<file path="config.mk">
export PLATFORM = sky130hd
export DESIGN_NAME = kernel_mapping_page_walk_checker_unit
export DESIGN_NICKNAME = d
export VERILOG_FILES = /design/src/sv/kmpwc_pkg.sv /design/src/sv/kernel_mapping_page_walk_checker_unit.sv
export SDC_FILE = /design/constraint.sdc
export NUM_CORES = 2
export LEC_CHECK = 0
export BUFFER_PORTS_ARGS = -buffer_cell sky130_fd_sc_hd__buf_2
export CAP_MARGIN = 20
export CORE_UTILIZATION = 42
export CTS_CLUSTER_SIZE = 12
export DETAILED_ROUTE_END_ITERATION = 7
export GPL_TIMING_DRIVEN = 0
export PLACE_DENSITY = 0.72
export SETUP_SLACK_MARGIN = 0.3
export SLEW_MARGIN = 15
export SYNTH_ARGS = -nofsm -noshare
export SYNTH_HDL_FRONTEND = slang
export SYNTH_SLANG_ARGS = --single-unit
</file>
<file path="constraint.sdc">
create_clock -name i_clk -period 6 [get_ports i_clk]
set_input_delay 0.3 -clock i_clk [delete_from_list [all_inputs] [get_ports i_clk]]
set_output_delay 0.3 -clock i_clk [all_outputs]
set_load 0.01 [all_outputs]
</file>
<file path="src/sv/kmpwc_pkg.sv">
// ----------------------------------------------------------------------------
// kmpwc_pkg
// Types and constants shared by the page walk checker and its port checker.
// ----------------------------------------------------------------------------
package kmpwc_pkg;

    localparam int ENTRIES_PER_TABLE = 512;
    localparam int TABLE_LEVELS      = 4;

    localparam int LVL_W      = $clog2(TABLE_LEVELS);
    localparam int IDX_W      = 9;
    localparam int FRAME_W    = 40;
    localparam int ADDR_W     = 52;
    localparam int WORD_W     = 64;
    localparam int PAGE_SHIFT = 12;
    localparam int VA_TOP_BIT = PAGE_SHIFT + IDX_W * TABLE_LEVELS - 1;

    localparam int FIFO_DEPTH = 4;
    localparam int FIFO_PTR_W = $clog2(FIFO_DEPTH);
    localparam int FIFO_CNT_W = FIFO_PTR_W + 1;

    localparam logic [IDX_W-1:0] FIRST_TOP_RESET     = 9'd256;
    localparam logic [63:0]      KERNEL_BOUND_RESET  = 64'hFFFF_8000_0000_0000;

    localparam logic       REQ_START = 1'b0;
    localparam logic       REQ_RESP  = 1'b1;

    localparam logic [1:0] KIND_READ = 2'd0;
    localparam logic [1:0] KIND_VIOL = 2'd1;
    localparam logic [1:0] KIND_DONE = 2'd2;

    localparam logic       CFG_FIRST_TOP = 1'b0;
    localparam logic       CFG_BOUNDARY  = 1'b1;

    typedef struct packed {
        logic                req_type;
        logic [FRAME_W-1:0]  root_frame;
        logic [WORD_W-1:0]   entry_word;
        logic                read_failed;
    } t_in_word;

    typedef struct packed {
        logic [1:0]          kind;
        logic [ADDR_W-1:0]   read_address;
        logic [WORD_W-1:0]   violation_address;
        logic [WORD_W-1:0]   violation_entry;
        logic                violation_large;
        logic                last;
    } t_out_word;

endpackage

</file>
<file path="src/sv/kernel_mapping_page_walk_checker_unit.sv">
// ----------------------------------------------------------------------------
// kernel_mapping_page_walk_checker_unit
// Depth-first four-level page table walker that flags user-accessible
// kernel mappings.
//
// Usage:
//   Input channel (i_in_valid / o_in_stall / i_in_word) takes a start word
//   carrying the root table frame, then one response word per entry read.
//   Output channel (o_out_valid / i_out_stall / o_out_word) returns, for
//   each start or mid-walk response, an entry read address or walk-finished
//   word, optionally preceded by a violation report; last marks the final
//   word of the set. An accepted word is registered in the input register,
//   processed in a single pass and written to a 4-deep result FIFO, from
//   which results are presented. One input word per cycle is sustained
//   while results drain one per cycle and each word yields a single result;
//   a word producing two results writes both FIFO entries together. Input
//   stalls only while the FIFO has fewer than two free slots.
//   When the receiver stalls, results hold in the FIFO and the input side
//   backs up. Reset empties the FIFO, idles the walker and restores the
//   configuration registers; the per-level walk stack is not cleared.
// ----------------------------------------------------------------------------
module kernel_mapping_page_walk_checker_unit (
    input  logic                   i_clk,
    input  logic                   i_rst_n,
    input  logic                   i_cfg_we,
    input  logic                   i_cfg_idx,
    input  logic [63:0]            i_cfg_data,
    input  logic                   i_in_valid,
    output logic                   o_in_stall,
    input  kmpwc_pkg::t_in_word    i_in_word,
    output logic                   o_out_valid,
    input  logic                   i_out_stall,
    output kmpwc_pkg::t_out_word   o_out_word
);

    localparam int L  = kmpwc_pkg::TABLE_LEVELS;
    localparam int LW = kmpwc_pkg::LVL_W;
    localparam int IW = kmpwc_pkg::IDX_W;
    localparam int FW = kmpwc_pkg::FRAME_W;
    localparam int AW = kmpwc_pkg::ADDR_W;
    localparam int PW = kmpwc_pkg::FIFO_PTR_W;
    localparam int CW = kmpwc_pkg::FIFO_CNT_W;
    localparam int WORD_W_FIX = kmpwc_pkg::WORD_W;

    localparam logic [IW:0]   ENTRIES_C = (IW+1)'(kmpwc_pkg::ENTRIES_PER_TABLE);
    localparam logic [LW-1:0] LVL_LEAF  = LW'(L - 1);
    localparam logic [LW-1:0] LVL_DIR   = LW'(L - 2);
    localparam logic [CW-1:0] CNT_ROOM  = CW'(kmpwc_pkg::FIFO_DEPTH - 2);

    // configuration
    logic [IW-1:0]            r_first_top;
    logic [63:0]              r_kernel_bound;

    // input register
    logic                     r_in_vld;
    kmpwc_pkg::t_in_word      r_in;

    // walk state
    logic                     r_busy,  n_busy;
    logic [LW-1:0]            r_level, n_level;
    logic [FW-1:0]            r_frame [L];
    logic [FW-1:0]            n_frame [L];
    logic [IW-1:0]            r_idx   [L];
    logic [IW-1:0]            n_idx   [L];
    logic                     r_chain [L];
    logic                     n_chain [L];

    // result fifo
    kmpwc_pkg::t_out_word     r_fifo [kmpwc_pkg::FIFO_DEPTH];
    logic [PW-1:0]            r_wr_ptr, r_rd_ptr;
    logic [CW-1:0]            r_cnt;

    logic                     in_accept;
    logic                     proc;
    logic                     out_pop;

    logic [LW-1:0]            lv;
    logic [LW-1:0]            adv_start;
    logic                     adv_found;
    logic [LW-1:0]            adv_tgt;
    logic [IW:0]              nx      [L];
    logic [IW-1:0]            adv_idx;
    logic [63:0]              leaf_va;
    logic [WORD_W_FIX-1:0]    entry;
    logic                     e_present;
    logic                     e_chain;
    logic                     is_leaf4k;
    logic                     is_leaf2m;

    kmpwc_pkg::t_out_word     res0, res1, adv_res, done_res;
    logic [1:0]               nres;

    // ------------------------------------------------------------------------
    assign in_accept  = i_in_valid && !o_in_stall;
    assign proc       = r_in_vld && (r_cnt <= CNT_ROOM);
    assign o_in_stall = r_in_vld && !proc;

    assign o_out_valid = (r_cnt != '0);
    assign o_out_word  = r_fifo[r_rd_ptr];
    assign out_pop     = o_out_valid && !i_out_stall;

    assign lv        = (r_level >= LVL_LEAF) ? LVL_LEAF : r_level;
    assign entry     = r_in.entry_word;
    assign e_present = entry[0];
    assign e_chain   = r_chain[lv] & entry[2];
    assign is_leaf4k = (lv == LVL_LEAF);
    assign is_leaf2m = (lv == LVL_DIR) && entry[7];
    assign adv_start = r_in.read_failed ? (lv - LW'(1)) : lv;

    // level nearest the start, at or above it, that still has an entry left
    always_comb begin
        adv_found = 1'b0;
        adv_tgt   = '0;
        for (int l = 0; l < L; l++) begin
            nx[l] = {1'b0, r_idx[l]} + (IW+1)'(1);
            if ((LW'(l) <= adv_start) && (nx[l] < ENTRIES_C)) begin
                adv_found = 1'b1;
                adv_tgt   = LW'(l);
            end
        end
    end

    assign adv_idx = nx[adv_tgt][IW-1:0];

    always_comb begin
        leaf_va = '0;
        for (int i = 0; i < L; i++) begin
            if (LW'(i) <= lv) begin
                leaf_va = leaf_va | (64'(r_idx[i])
                          << (kmpwc_pkg::PAGE_SHIFT + IW * (L - 1 - i)));
            end
        end
        if (leaf_va[kmpwc_pkg::VA_TOP_BIT]) begin
            leaf_va = leaf_va | ~((64'd1 << kmpwc_pkg::VA_TOP_BIT) - 64'd1);
        end
    end

    always_comb begin
        done_res      = '0;
        done_res.kind = kmpwc_pkg::KIND_DONE;
        done_res.last = 1'b1;
        adv_res       = done_res;
        if (adv_found) begin
            adv_res.kind         = kmpwc_pkg::KIND_READ;
            adv_res.read_address = {r_frame[adv_tgt], 12'd0} + AW'({adv_idx, 3'd0});
        end
    end

    always_comb begin
        n_busy  = r_busy;
        n_level = r_level;
        n_frame = r_frame;
        n_idx   = r_idx;
        n_chain = r_chain;
        res0    = '0;
        res1    = '0;
        nres    = 2'd0;
        if (r_in.req_type == kmpwc_pkg::REQ_START) begin
            n_frame[0] = r_in.root_frame;
            n_chain[0] = 1'b1;
            n_level    = '0;
            n_busy     = 1'b1;
            nres       = 2'd1;
            if ({1'b0, r_first_top} < ENTRIES_C) begin
                n_idx[0]          = r_first_top;
                res0              = '0;
                res0.kind         = kmpwc_pkg::KIND_READ;
                res0.read_address = {r_in.root_frame, 12'd0}
                                    + AW'({r_first_top, 3'd0});
                res0.last         = 1'b1;
            end else begin
                n_busy = 1'b0;
                res0   = done_res;
            end
        end else if (r_busy) begin
            nres = 2'd1;
            if (r_in.read_failed && (lv == '0)) begin
                n_busy  = 1'b0;
                n_level = '0;
                res0    = done_res;
            end else if (r_in.read_failed || !e_present || is_leaf4k || is_leaf2m) begin
                if (adv_found) begin
                    n_idx[adv_tgt] = adv_idx;
                    n_level        = adv_tgt;
                end else begin
                    n_busy  = 1'b0;
                    n_level = '0;
                end
                res0 = adv_res;
                if (!r_in.read_failed && e_present && e_chain
                    && (leaf_va >= r_kernel_bound)) begin
                    res0                   = '0;
                    res0.kind              = kmpwc_pkg::KIND_VIOL;
                    res0.violation_address = leaf_va;
                    res0.violation_entry   = entry;
                    res0.violation_large   = is_leaf2m;
                    res1                   = adv_res;
                    nres                   = 2'd2;
                end
            end else begin
                n_frame[lv + LW'(1)] = entry[kmpwc_pkg::PAGE_SHIFT +: FW];
                n_idx[lv + LW'(1)]   = '0;
                n_chain[lv + LW'(1)] = e_chain;
                n_level              = lv + LW'(1);
                res0                 = '0;
                res0.kind            = kmpwc_pkg::KIND_READ;
                res0.read_address    = {entry[kmpwc_pkg::PAGE_SHIFT +: FW], 12'd0};
                res0.last            = 1'b1;
            end
        end
    end

    // ------------------------------------------------------------------------
    always_ff @(posedge i_clk) begin
        if (!i_rst_n) begin
            r_first_top    <= kmpwc_pkg::FIRST_TOP_RESET;
            r_kernel_bound <= kmpwc_pkg::KERNEL_BOUND_RESET;
            r_in_vld       <= 1'b0;
            r_busy         <= 1'b0;
            r_level        <= '0;
            r_wr_ptr       <= '0;
            r_rd_ptr       <= '0;
            r_cnt          <= '0;
        end else begin
            if (i_cfg_we) begin
                unique case (i_cfg_idx)
                    kmpwc_pkg::CFG_FIRST_TOP: r_first_top    <= i_cfg_data[IW-1:0];
                    kmpwc_pkg::CFG_BOUNDARY:  r_kernel_bound <= i_cfg_data;
                    default: ;
                endcase
            end
            r_in_vld <= in_accept || (r_in_vld && !proc);
            if (proc) begin
                r_busy  <= n_busy;
                r_level <= n_level;
            end
            r_wr_ptr <= r_wr_ptr + (proc ? PW'(nres) : PW'(0));
            r_rd_ptr <= r_rd_ptr + (out_pop ? PW'(1) : PW'(0));
            r_cnt    <= r_cnt + (proc ? CW'(nres) : CW'(0)) - (out_pop ? CW'(1) : CW'(0));
        end
    end

    always_ff @(posedge i_clk) begin
        if (in_accept) begin
            r_in <= i_in_word;
        end
        if (proc) begin
            r_frame <= n_frame;
            r_idx   <= n_idx;
            r_chain <= n_chain;
            if (nres != 2'd0) begin
                r_fifo[r_wr_ptr] <= res0;
            end
            if (nres == 2'd2) begin
                r_fifo[r_wr_ptr + PW'(1)] <= res1;
            end
        end
    end

endmodule

</file>
---- After elaboration in Yosys (flattened, before gate mapping) ----
Memories as Yosys holds them, arrays and structs flattened. A register that Yosys moved wholly into a read port is not among the register bits.
Index checks and enable logic that the tools add are counted.
cells by class
  add/sub/neg operators ................... 13
  $lt $le $gt $ge ......................... 20
  equal/unequal tests ..................... 8
  mux-type cells .......................... 83
  bitwise gates (word level) .............. 12
  reduce and logical (&&, ||, !) cells .... 34
operator list
  kind                  number
  $mux 184              10
  $mux 160              3
  $mux 64               4
  $bwmux 160            1
  $mux 40               4
  $mux 36               4
  $add 52x12->52        2
  $bmux 40 s2           1
  $demux 40 s2          1
  $ge 64x64->1          1
  $or 64x21->64         1
  $or 64x30->64         1
  $or 64x39->64         1
  $mux 54               1
  $mux 48               1
  $mux 9                5
  $add 9x1->10 const B  4
  $lt 10x10->1 const B  4
  $and 36x36->36        1
  $bwmux 36             1
  $demux 9 s2           2
  $not 36->36           1
  $mux 2                17
  $mux 1                21
  33 further kinds      78
word-level totals
  bits in registers ....................... 390
  RAM bits ................................ 736
  bits of input ports ..................... 176
  output and inout bits ................... 186
  logic and storage cells ................. 195
  memories kept ........................... 1
memories
  memory  depth  bits a word  rd ports  clocked after Yosys merged registers in  write ports  RTL line                                     RTL
  r_fifo  4      184          1         1                                        2            kernel_mapping_page_walk_checker_unit.sv:69  kmpwc_pkg::t_out_word r_fifo [kmpwc_pkg::FIFO_DEPTH];

---- Longest topological paths before layout ----
  depth after elaboration ................. 22
  gate-level depth with buffers ........... 22
  depth with buffers taken out ............ 20

---- Worst setup path before layout ----
OpenSTA, ideal clock, no wires.
  path type ............................... reg-to-reg
  from .................................... register r_cnt[1]
  to ...................................... register r_in, in the netlist entry[0] (enable)
  setup time .............................. 0.583 ns
  arrival time ............................ 5.310 ns
  required time ........................... 5.417 ns
  setup slack ............................. 0.106 ns
  cell stages (with the launch flop) ...... 4
  buffers on the path ..................... 0
  clock period less this slack ............ 5.894 ns
  path through ............................ dfxtp_1 a21oi_1 nor2b_1 nor2b_1
on the way
  longest elaborated chain between the ends .. 6
ends and longest elaborated chain
  item                      RTL line                                      RTL
  start: declaration        kernel_mapping_page_walk_checker_unit.sv:71   logic [CW-1:0] r_cnt;
  start signal: assignment  kernel_mapping_page_walk_checker_unit.sv:239  r_cnt <= r_cnt + (proc ? CW'(nres) : CW'(0)) - (out_pop ? CW'(1) : CW'(0));
  $le 3x2->1                kernel_mapping_page_walk_checker_unit.sv:95   assign proc = r_in_vld && (r_cnt <= CNT_ROOM);
  $logic_and 1x1->1         kernel_mapping_page_walk_checker_unit.sv:95
  $logic_not 1->1           kernel_mapping_page_walk_checker_unit.sv:96   assign o_in_stall = r_in_vld && !proc;
  $logic_and 1x1->1         kernel_mapping_page_walk_checker_unit.sv:96
  via o_in_stall            kernel_mapping_page_walk_checker_unit.sv:29   output logic o_in_stall,
  $logic_not 1->1           kernel_mapping_page_walk_checker_unit.sv:94   assign in_accept = i_in_valid && !o_in_stall;
  $logic_and 1x1->1         kernel_mapping_page_walk_checker_unit.sv:94
  via in_accept             kernel_mapping_page_walk_checker_unit.sv:73   logic in_accept;
  end signal: assignment    kernel_mapping_page_walk_checker_unit.sv:245  r_in <= i_in_word;
  end: declaration          kernel_mapping_page_walk_checker_unit.sv:56   kmpwc_pkg::t_in_word r_in;
The timed path passes the listed nets, and every way through them passes these cells.
A chain may end at the register's enable or synchronous reset.

==> impl_metrics.yaml <==
setup_path:
  crit_path_end_kind: "flip-flop"
  worst-path-max-fanout: 51
  cp.arrival_ns: 5.90
  cp_cell_sequence: "ha_1, clkbuf_1, and2_1, clkbuf_1, ha_1, nor4b_2, a41oi_1, a211o_1, o211ai_2, nand4_4, a2111oi_4, nor2_2, buf_4, buf_6, inv_4"
  worst_setup_path_start_kind: "flip-flop"
  critPathSlowestCell: "a2111oi_4"
  crit_type: "flip-flop to flip-flop"
  cp.required_ns: 6.31
  max_stage_delay_ns: 0.83
logic_synthesis:
  synth_area_um2: 42800
  synth_edf_count: 510
  avgSynthCellArea_um2: 11.9
  yosysWarnings: 0
  netlist_instances: 3595
  synthDistinctLibCells: 73
  ys_ff_latch: 1002
  ys.flop_type: "edfxtp_1"
  synth_top_cell_area_share_pct: 35.7
  seq_area_frac_synth_pct: 58.7
  synth-async-reset-ratio_pct: 0
  yosysTopAreaCell: "edfxtp_1"
  yosys-top-cells-area: "edfxtp_1, dfxtp_1, mux4_2"
route:
  routed_wl_mm: 143
  dr.first_iter.drc_count: 4370
  vias_per_cell: 5.98
  ant_nets: 0
  via_count: 34000
  first_pass_iters: 8
  route.detailed.drc: 0
  avgRoutedWirePerCell_um: 25.1
clocking:
  cts_tree: "yes"
  post_cts_buffers: 0
  cts_root_buf: "clkbuf_16"
  path_clk_slew_ns: 0.06
  htreeDepth: 3
  insertion_delay_ns: 0.72
  numCtsBuffers: 102
  numClockSinks: 1002
  clockBufferDepth: 3
final_layout:
  drive_above_1_share_pct: 18.0
  area_growth_pct: 20.4
  nets: 4502
  fillerInstances: 8594
placement:
  gp_congestion: 0.947
  dp_hpwl_mm: 101
  io_buffer_count: 345
sta:
  relSlewSlack_pct: 25.7
  fin_crit_sh_pct: 93.1
  whs_ns: 0.0317
  final-hold-violation-count: 0
  drv_slew: 0
  tightest_slew_ns: 1.11
  worst_clock_skew_ns: 0.0404
  setup_viol: 0
  post-route-min-period_ns: 5.59
  setup_tns_ns: 0
  fmax_mhz: 179
  rsz0062_at_grt: "false"
status:
  status: "complete, no violations"
power:
  power.leakage_nw: 19.0
  power_mw: 15.9
  ir_drop_v: 0.000220
  power_density_nw_per_um2: 308
run:
  max-cap-violations: 0
grt:
  grt_pass1_wl_mm: 209
  grt_overflow: 0
  grt_max_degree: 52
  grt_usage_pct: 27.0
  antenna_found_initial: 4
  grt_pass1_vias: 33100
floorplan:
  core-area_um2: 101000
  die_area_um2: 103000
  die_h_um: 321
  io_pins: 362
  num_rows: 116
  die_w_um: 321
  initial_core_util_pct: 42.6
min_path:
  hold_class: "primary input to flip-flop"
==> per-layer routing <==
metal  track usage (%)  up-vias  routed length [um]
met1              35.6    16700               55300
met3              5.81      362               15300
met2              42.0     2136               64900
met5                 0        -                   8
met4              14.0        2                7390
li1                  -    14900                   -
==> power by group <==
part,internal (mW),switching [mW],leakage (nW)
clock,3.35,2.73,1.50
sequential,7.39,0.180,8.66
combinational,0.889,1.36,8.81
total,11.6,4.27,19.0
==> path summary, 6_finish.rpt <==
kind | startpoint | end | slack [ns] | depth (start not counted)
min reg2reg | r_fifo[1][53] | r_fifo[1][53] | 0.45 | 2
max reg2reg | r_level[1] | r_fifo[3][143] | 0.41 | 15
min | i_rst_n | r_kernel_bound[22] | 0.03 | 2
max | r_level[1] | r_fifo[3][143] | 0.41 | 15
==> placed cells by master (no fill, tap or decap), drive strengths merged, types with 91 or more instances in the layout <==
| cell | synthesis | routed |
|---|---|---|
| a21oi | 222 | 222 |
| a22o | 199 | 199 |
| buf | 133 | 494 |
| clkbuf | 212 | 363 |
| dfxtp | 492 | 492 |
| dlygate4sd3 | 0 | 183 |
| edfxtp | 510 | 510 |
| mux4 | 153 | 153 |
| nand2 | 412 | 412 |
| nand3 | 175 | 175 |
| nor2 | 91 | 91 |
| o22ai | 193 | 193 |
==> what timing repair did <==
action | CTS | global route
endpoints found under the hold margin | 180 | 0
resized for setup | 0 | 2
setup endpoints to repair | 0 | 102
hold buffers | 183 | 0
==> through the flow <==
step | instance area (um2) | setup WS [ns] | cells | utilization (%)
finish | 51600 | 0.413 | 5689 | 51.3
global route | 51600 | 0.306 | 5688 | 51.3
CTS | 51500 | 0.511 | 5686 | 51.2
detailed placement | 46600 | 0.570 | 5325 | 46.4
global placement | 46300 | -1.48 | 5311 | 46.1
floorplan | 42900 | 1.10 | 3609 | -
==> state kept, by name (all words and copies together) (netlist names), 3 cells and up <==
signal and cells:
entry 64, r_chain 4, r_first_top 9, r_frame 160, r_kernel_bound 64, r_in 42
r_cnt 3, r_fifo 612, r_idx 36
==> synthesized netlist by cell type (73+ instances only) <==
master and n:
o22ai_1 183, nor2_1 90, a21oi_1 220, edfxtp_1 510, nand2_1 411, a22o_1 199
mux4_2 153, nand3_1 175, clkbuf_1 211, o21ai_0 84, and2_1 73, dfxtp_1 492
a22oi_1 82
==> cells by family after synthesis <==
group,share of synthesized area [%]
other cells,0.00875
flops,58.7
buf+inv,4.23
simple gates,9.71
fa+ha+maj,2.03
xor+xnor,0.654
mux,8.26
compound gates,16.4
==> worst max-delay path, delay by kind of cell (launching register included) <==
kind | cells | cell delay [ns]
flops | 1 | 0.52
compound gates | 4 | 1.58
simple gates | 4 | 0.78
buf+inv | 5 | 1.77
fa+ha+maj | 2 | 0.49
==> area by class of cell <==
class / count / area (um2) / area share (%)
flip-flops and latches: 1002 / 25200 / 48.8
multi-input cells: 2192 / 16000 / 31.0
repair buffers: 544 / 3840 / 7.45
clock buffers: 151 / 2870 / 5.57
well taps: 1357 / 1700 / 3.29
plain buffers: 345 / 1550 / 3.01
inverters: 70 / 268 / 0.519
clock inverters: 27 / 218 / 0.422
diodes: 1 / 2.50 / 0.00485
No activity file was read; power rests on OpenSTA's default activity.
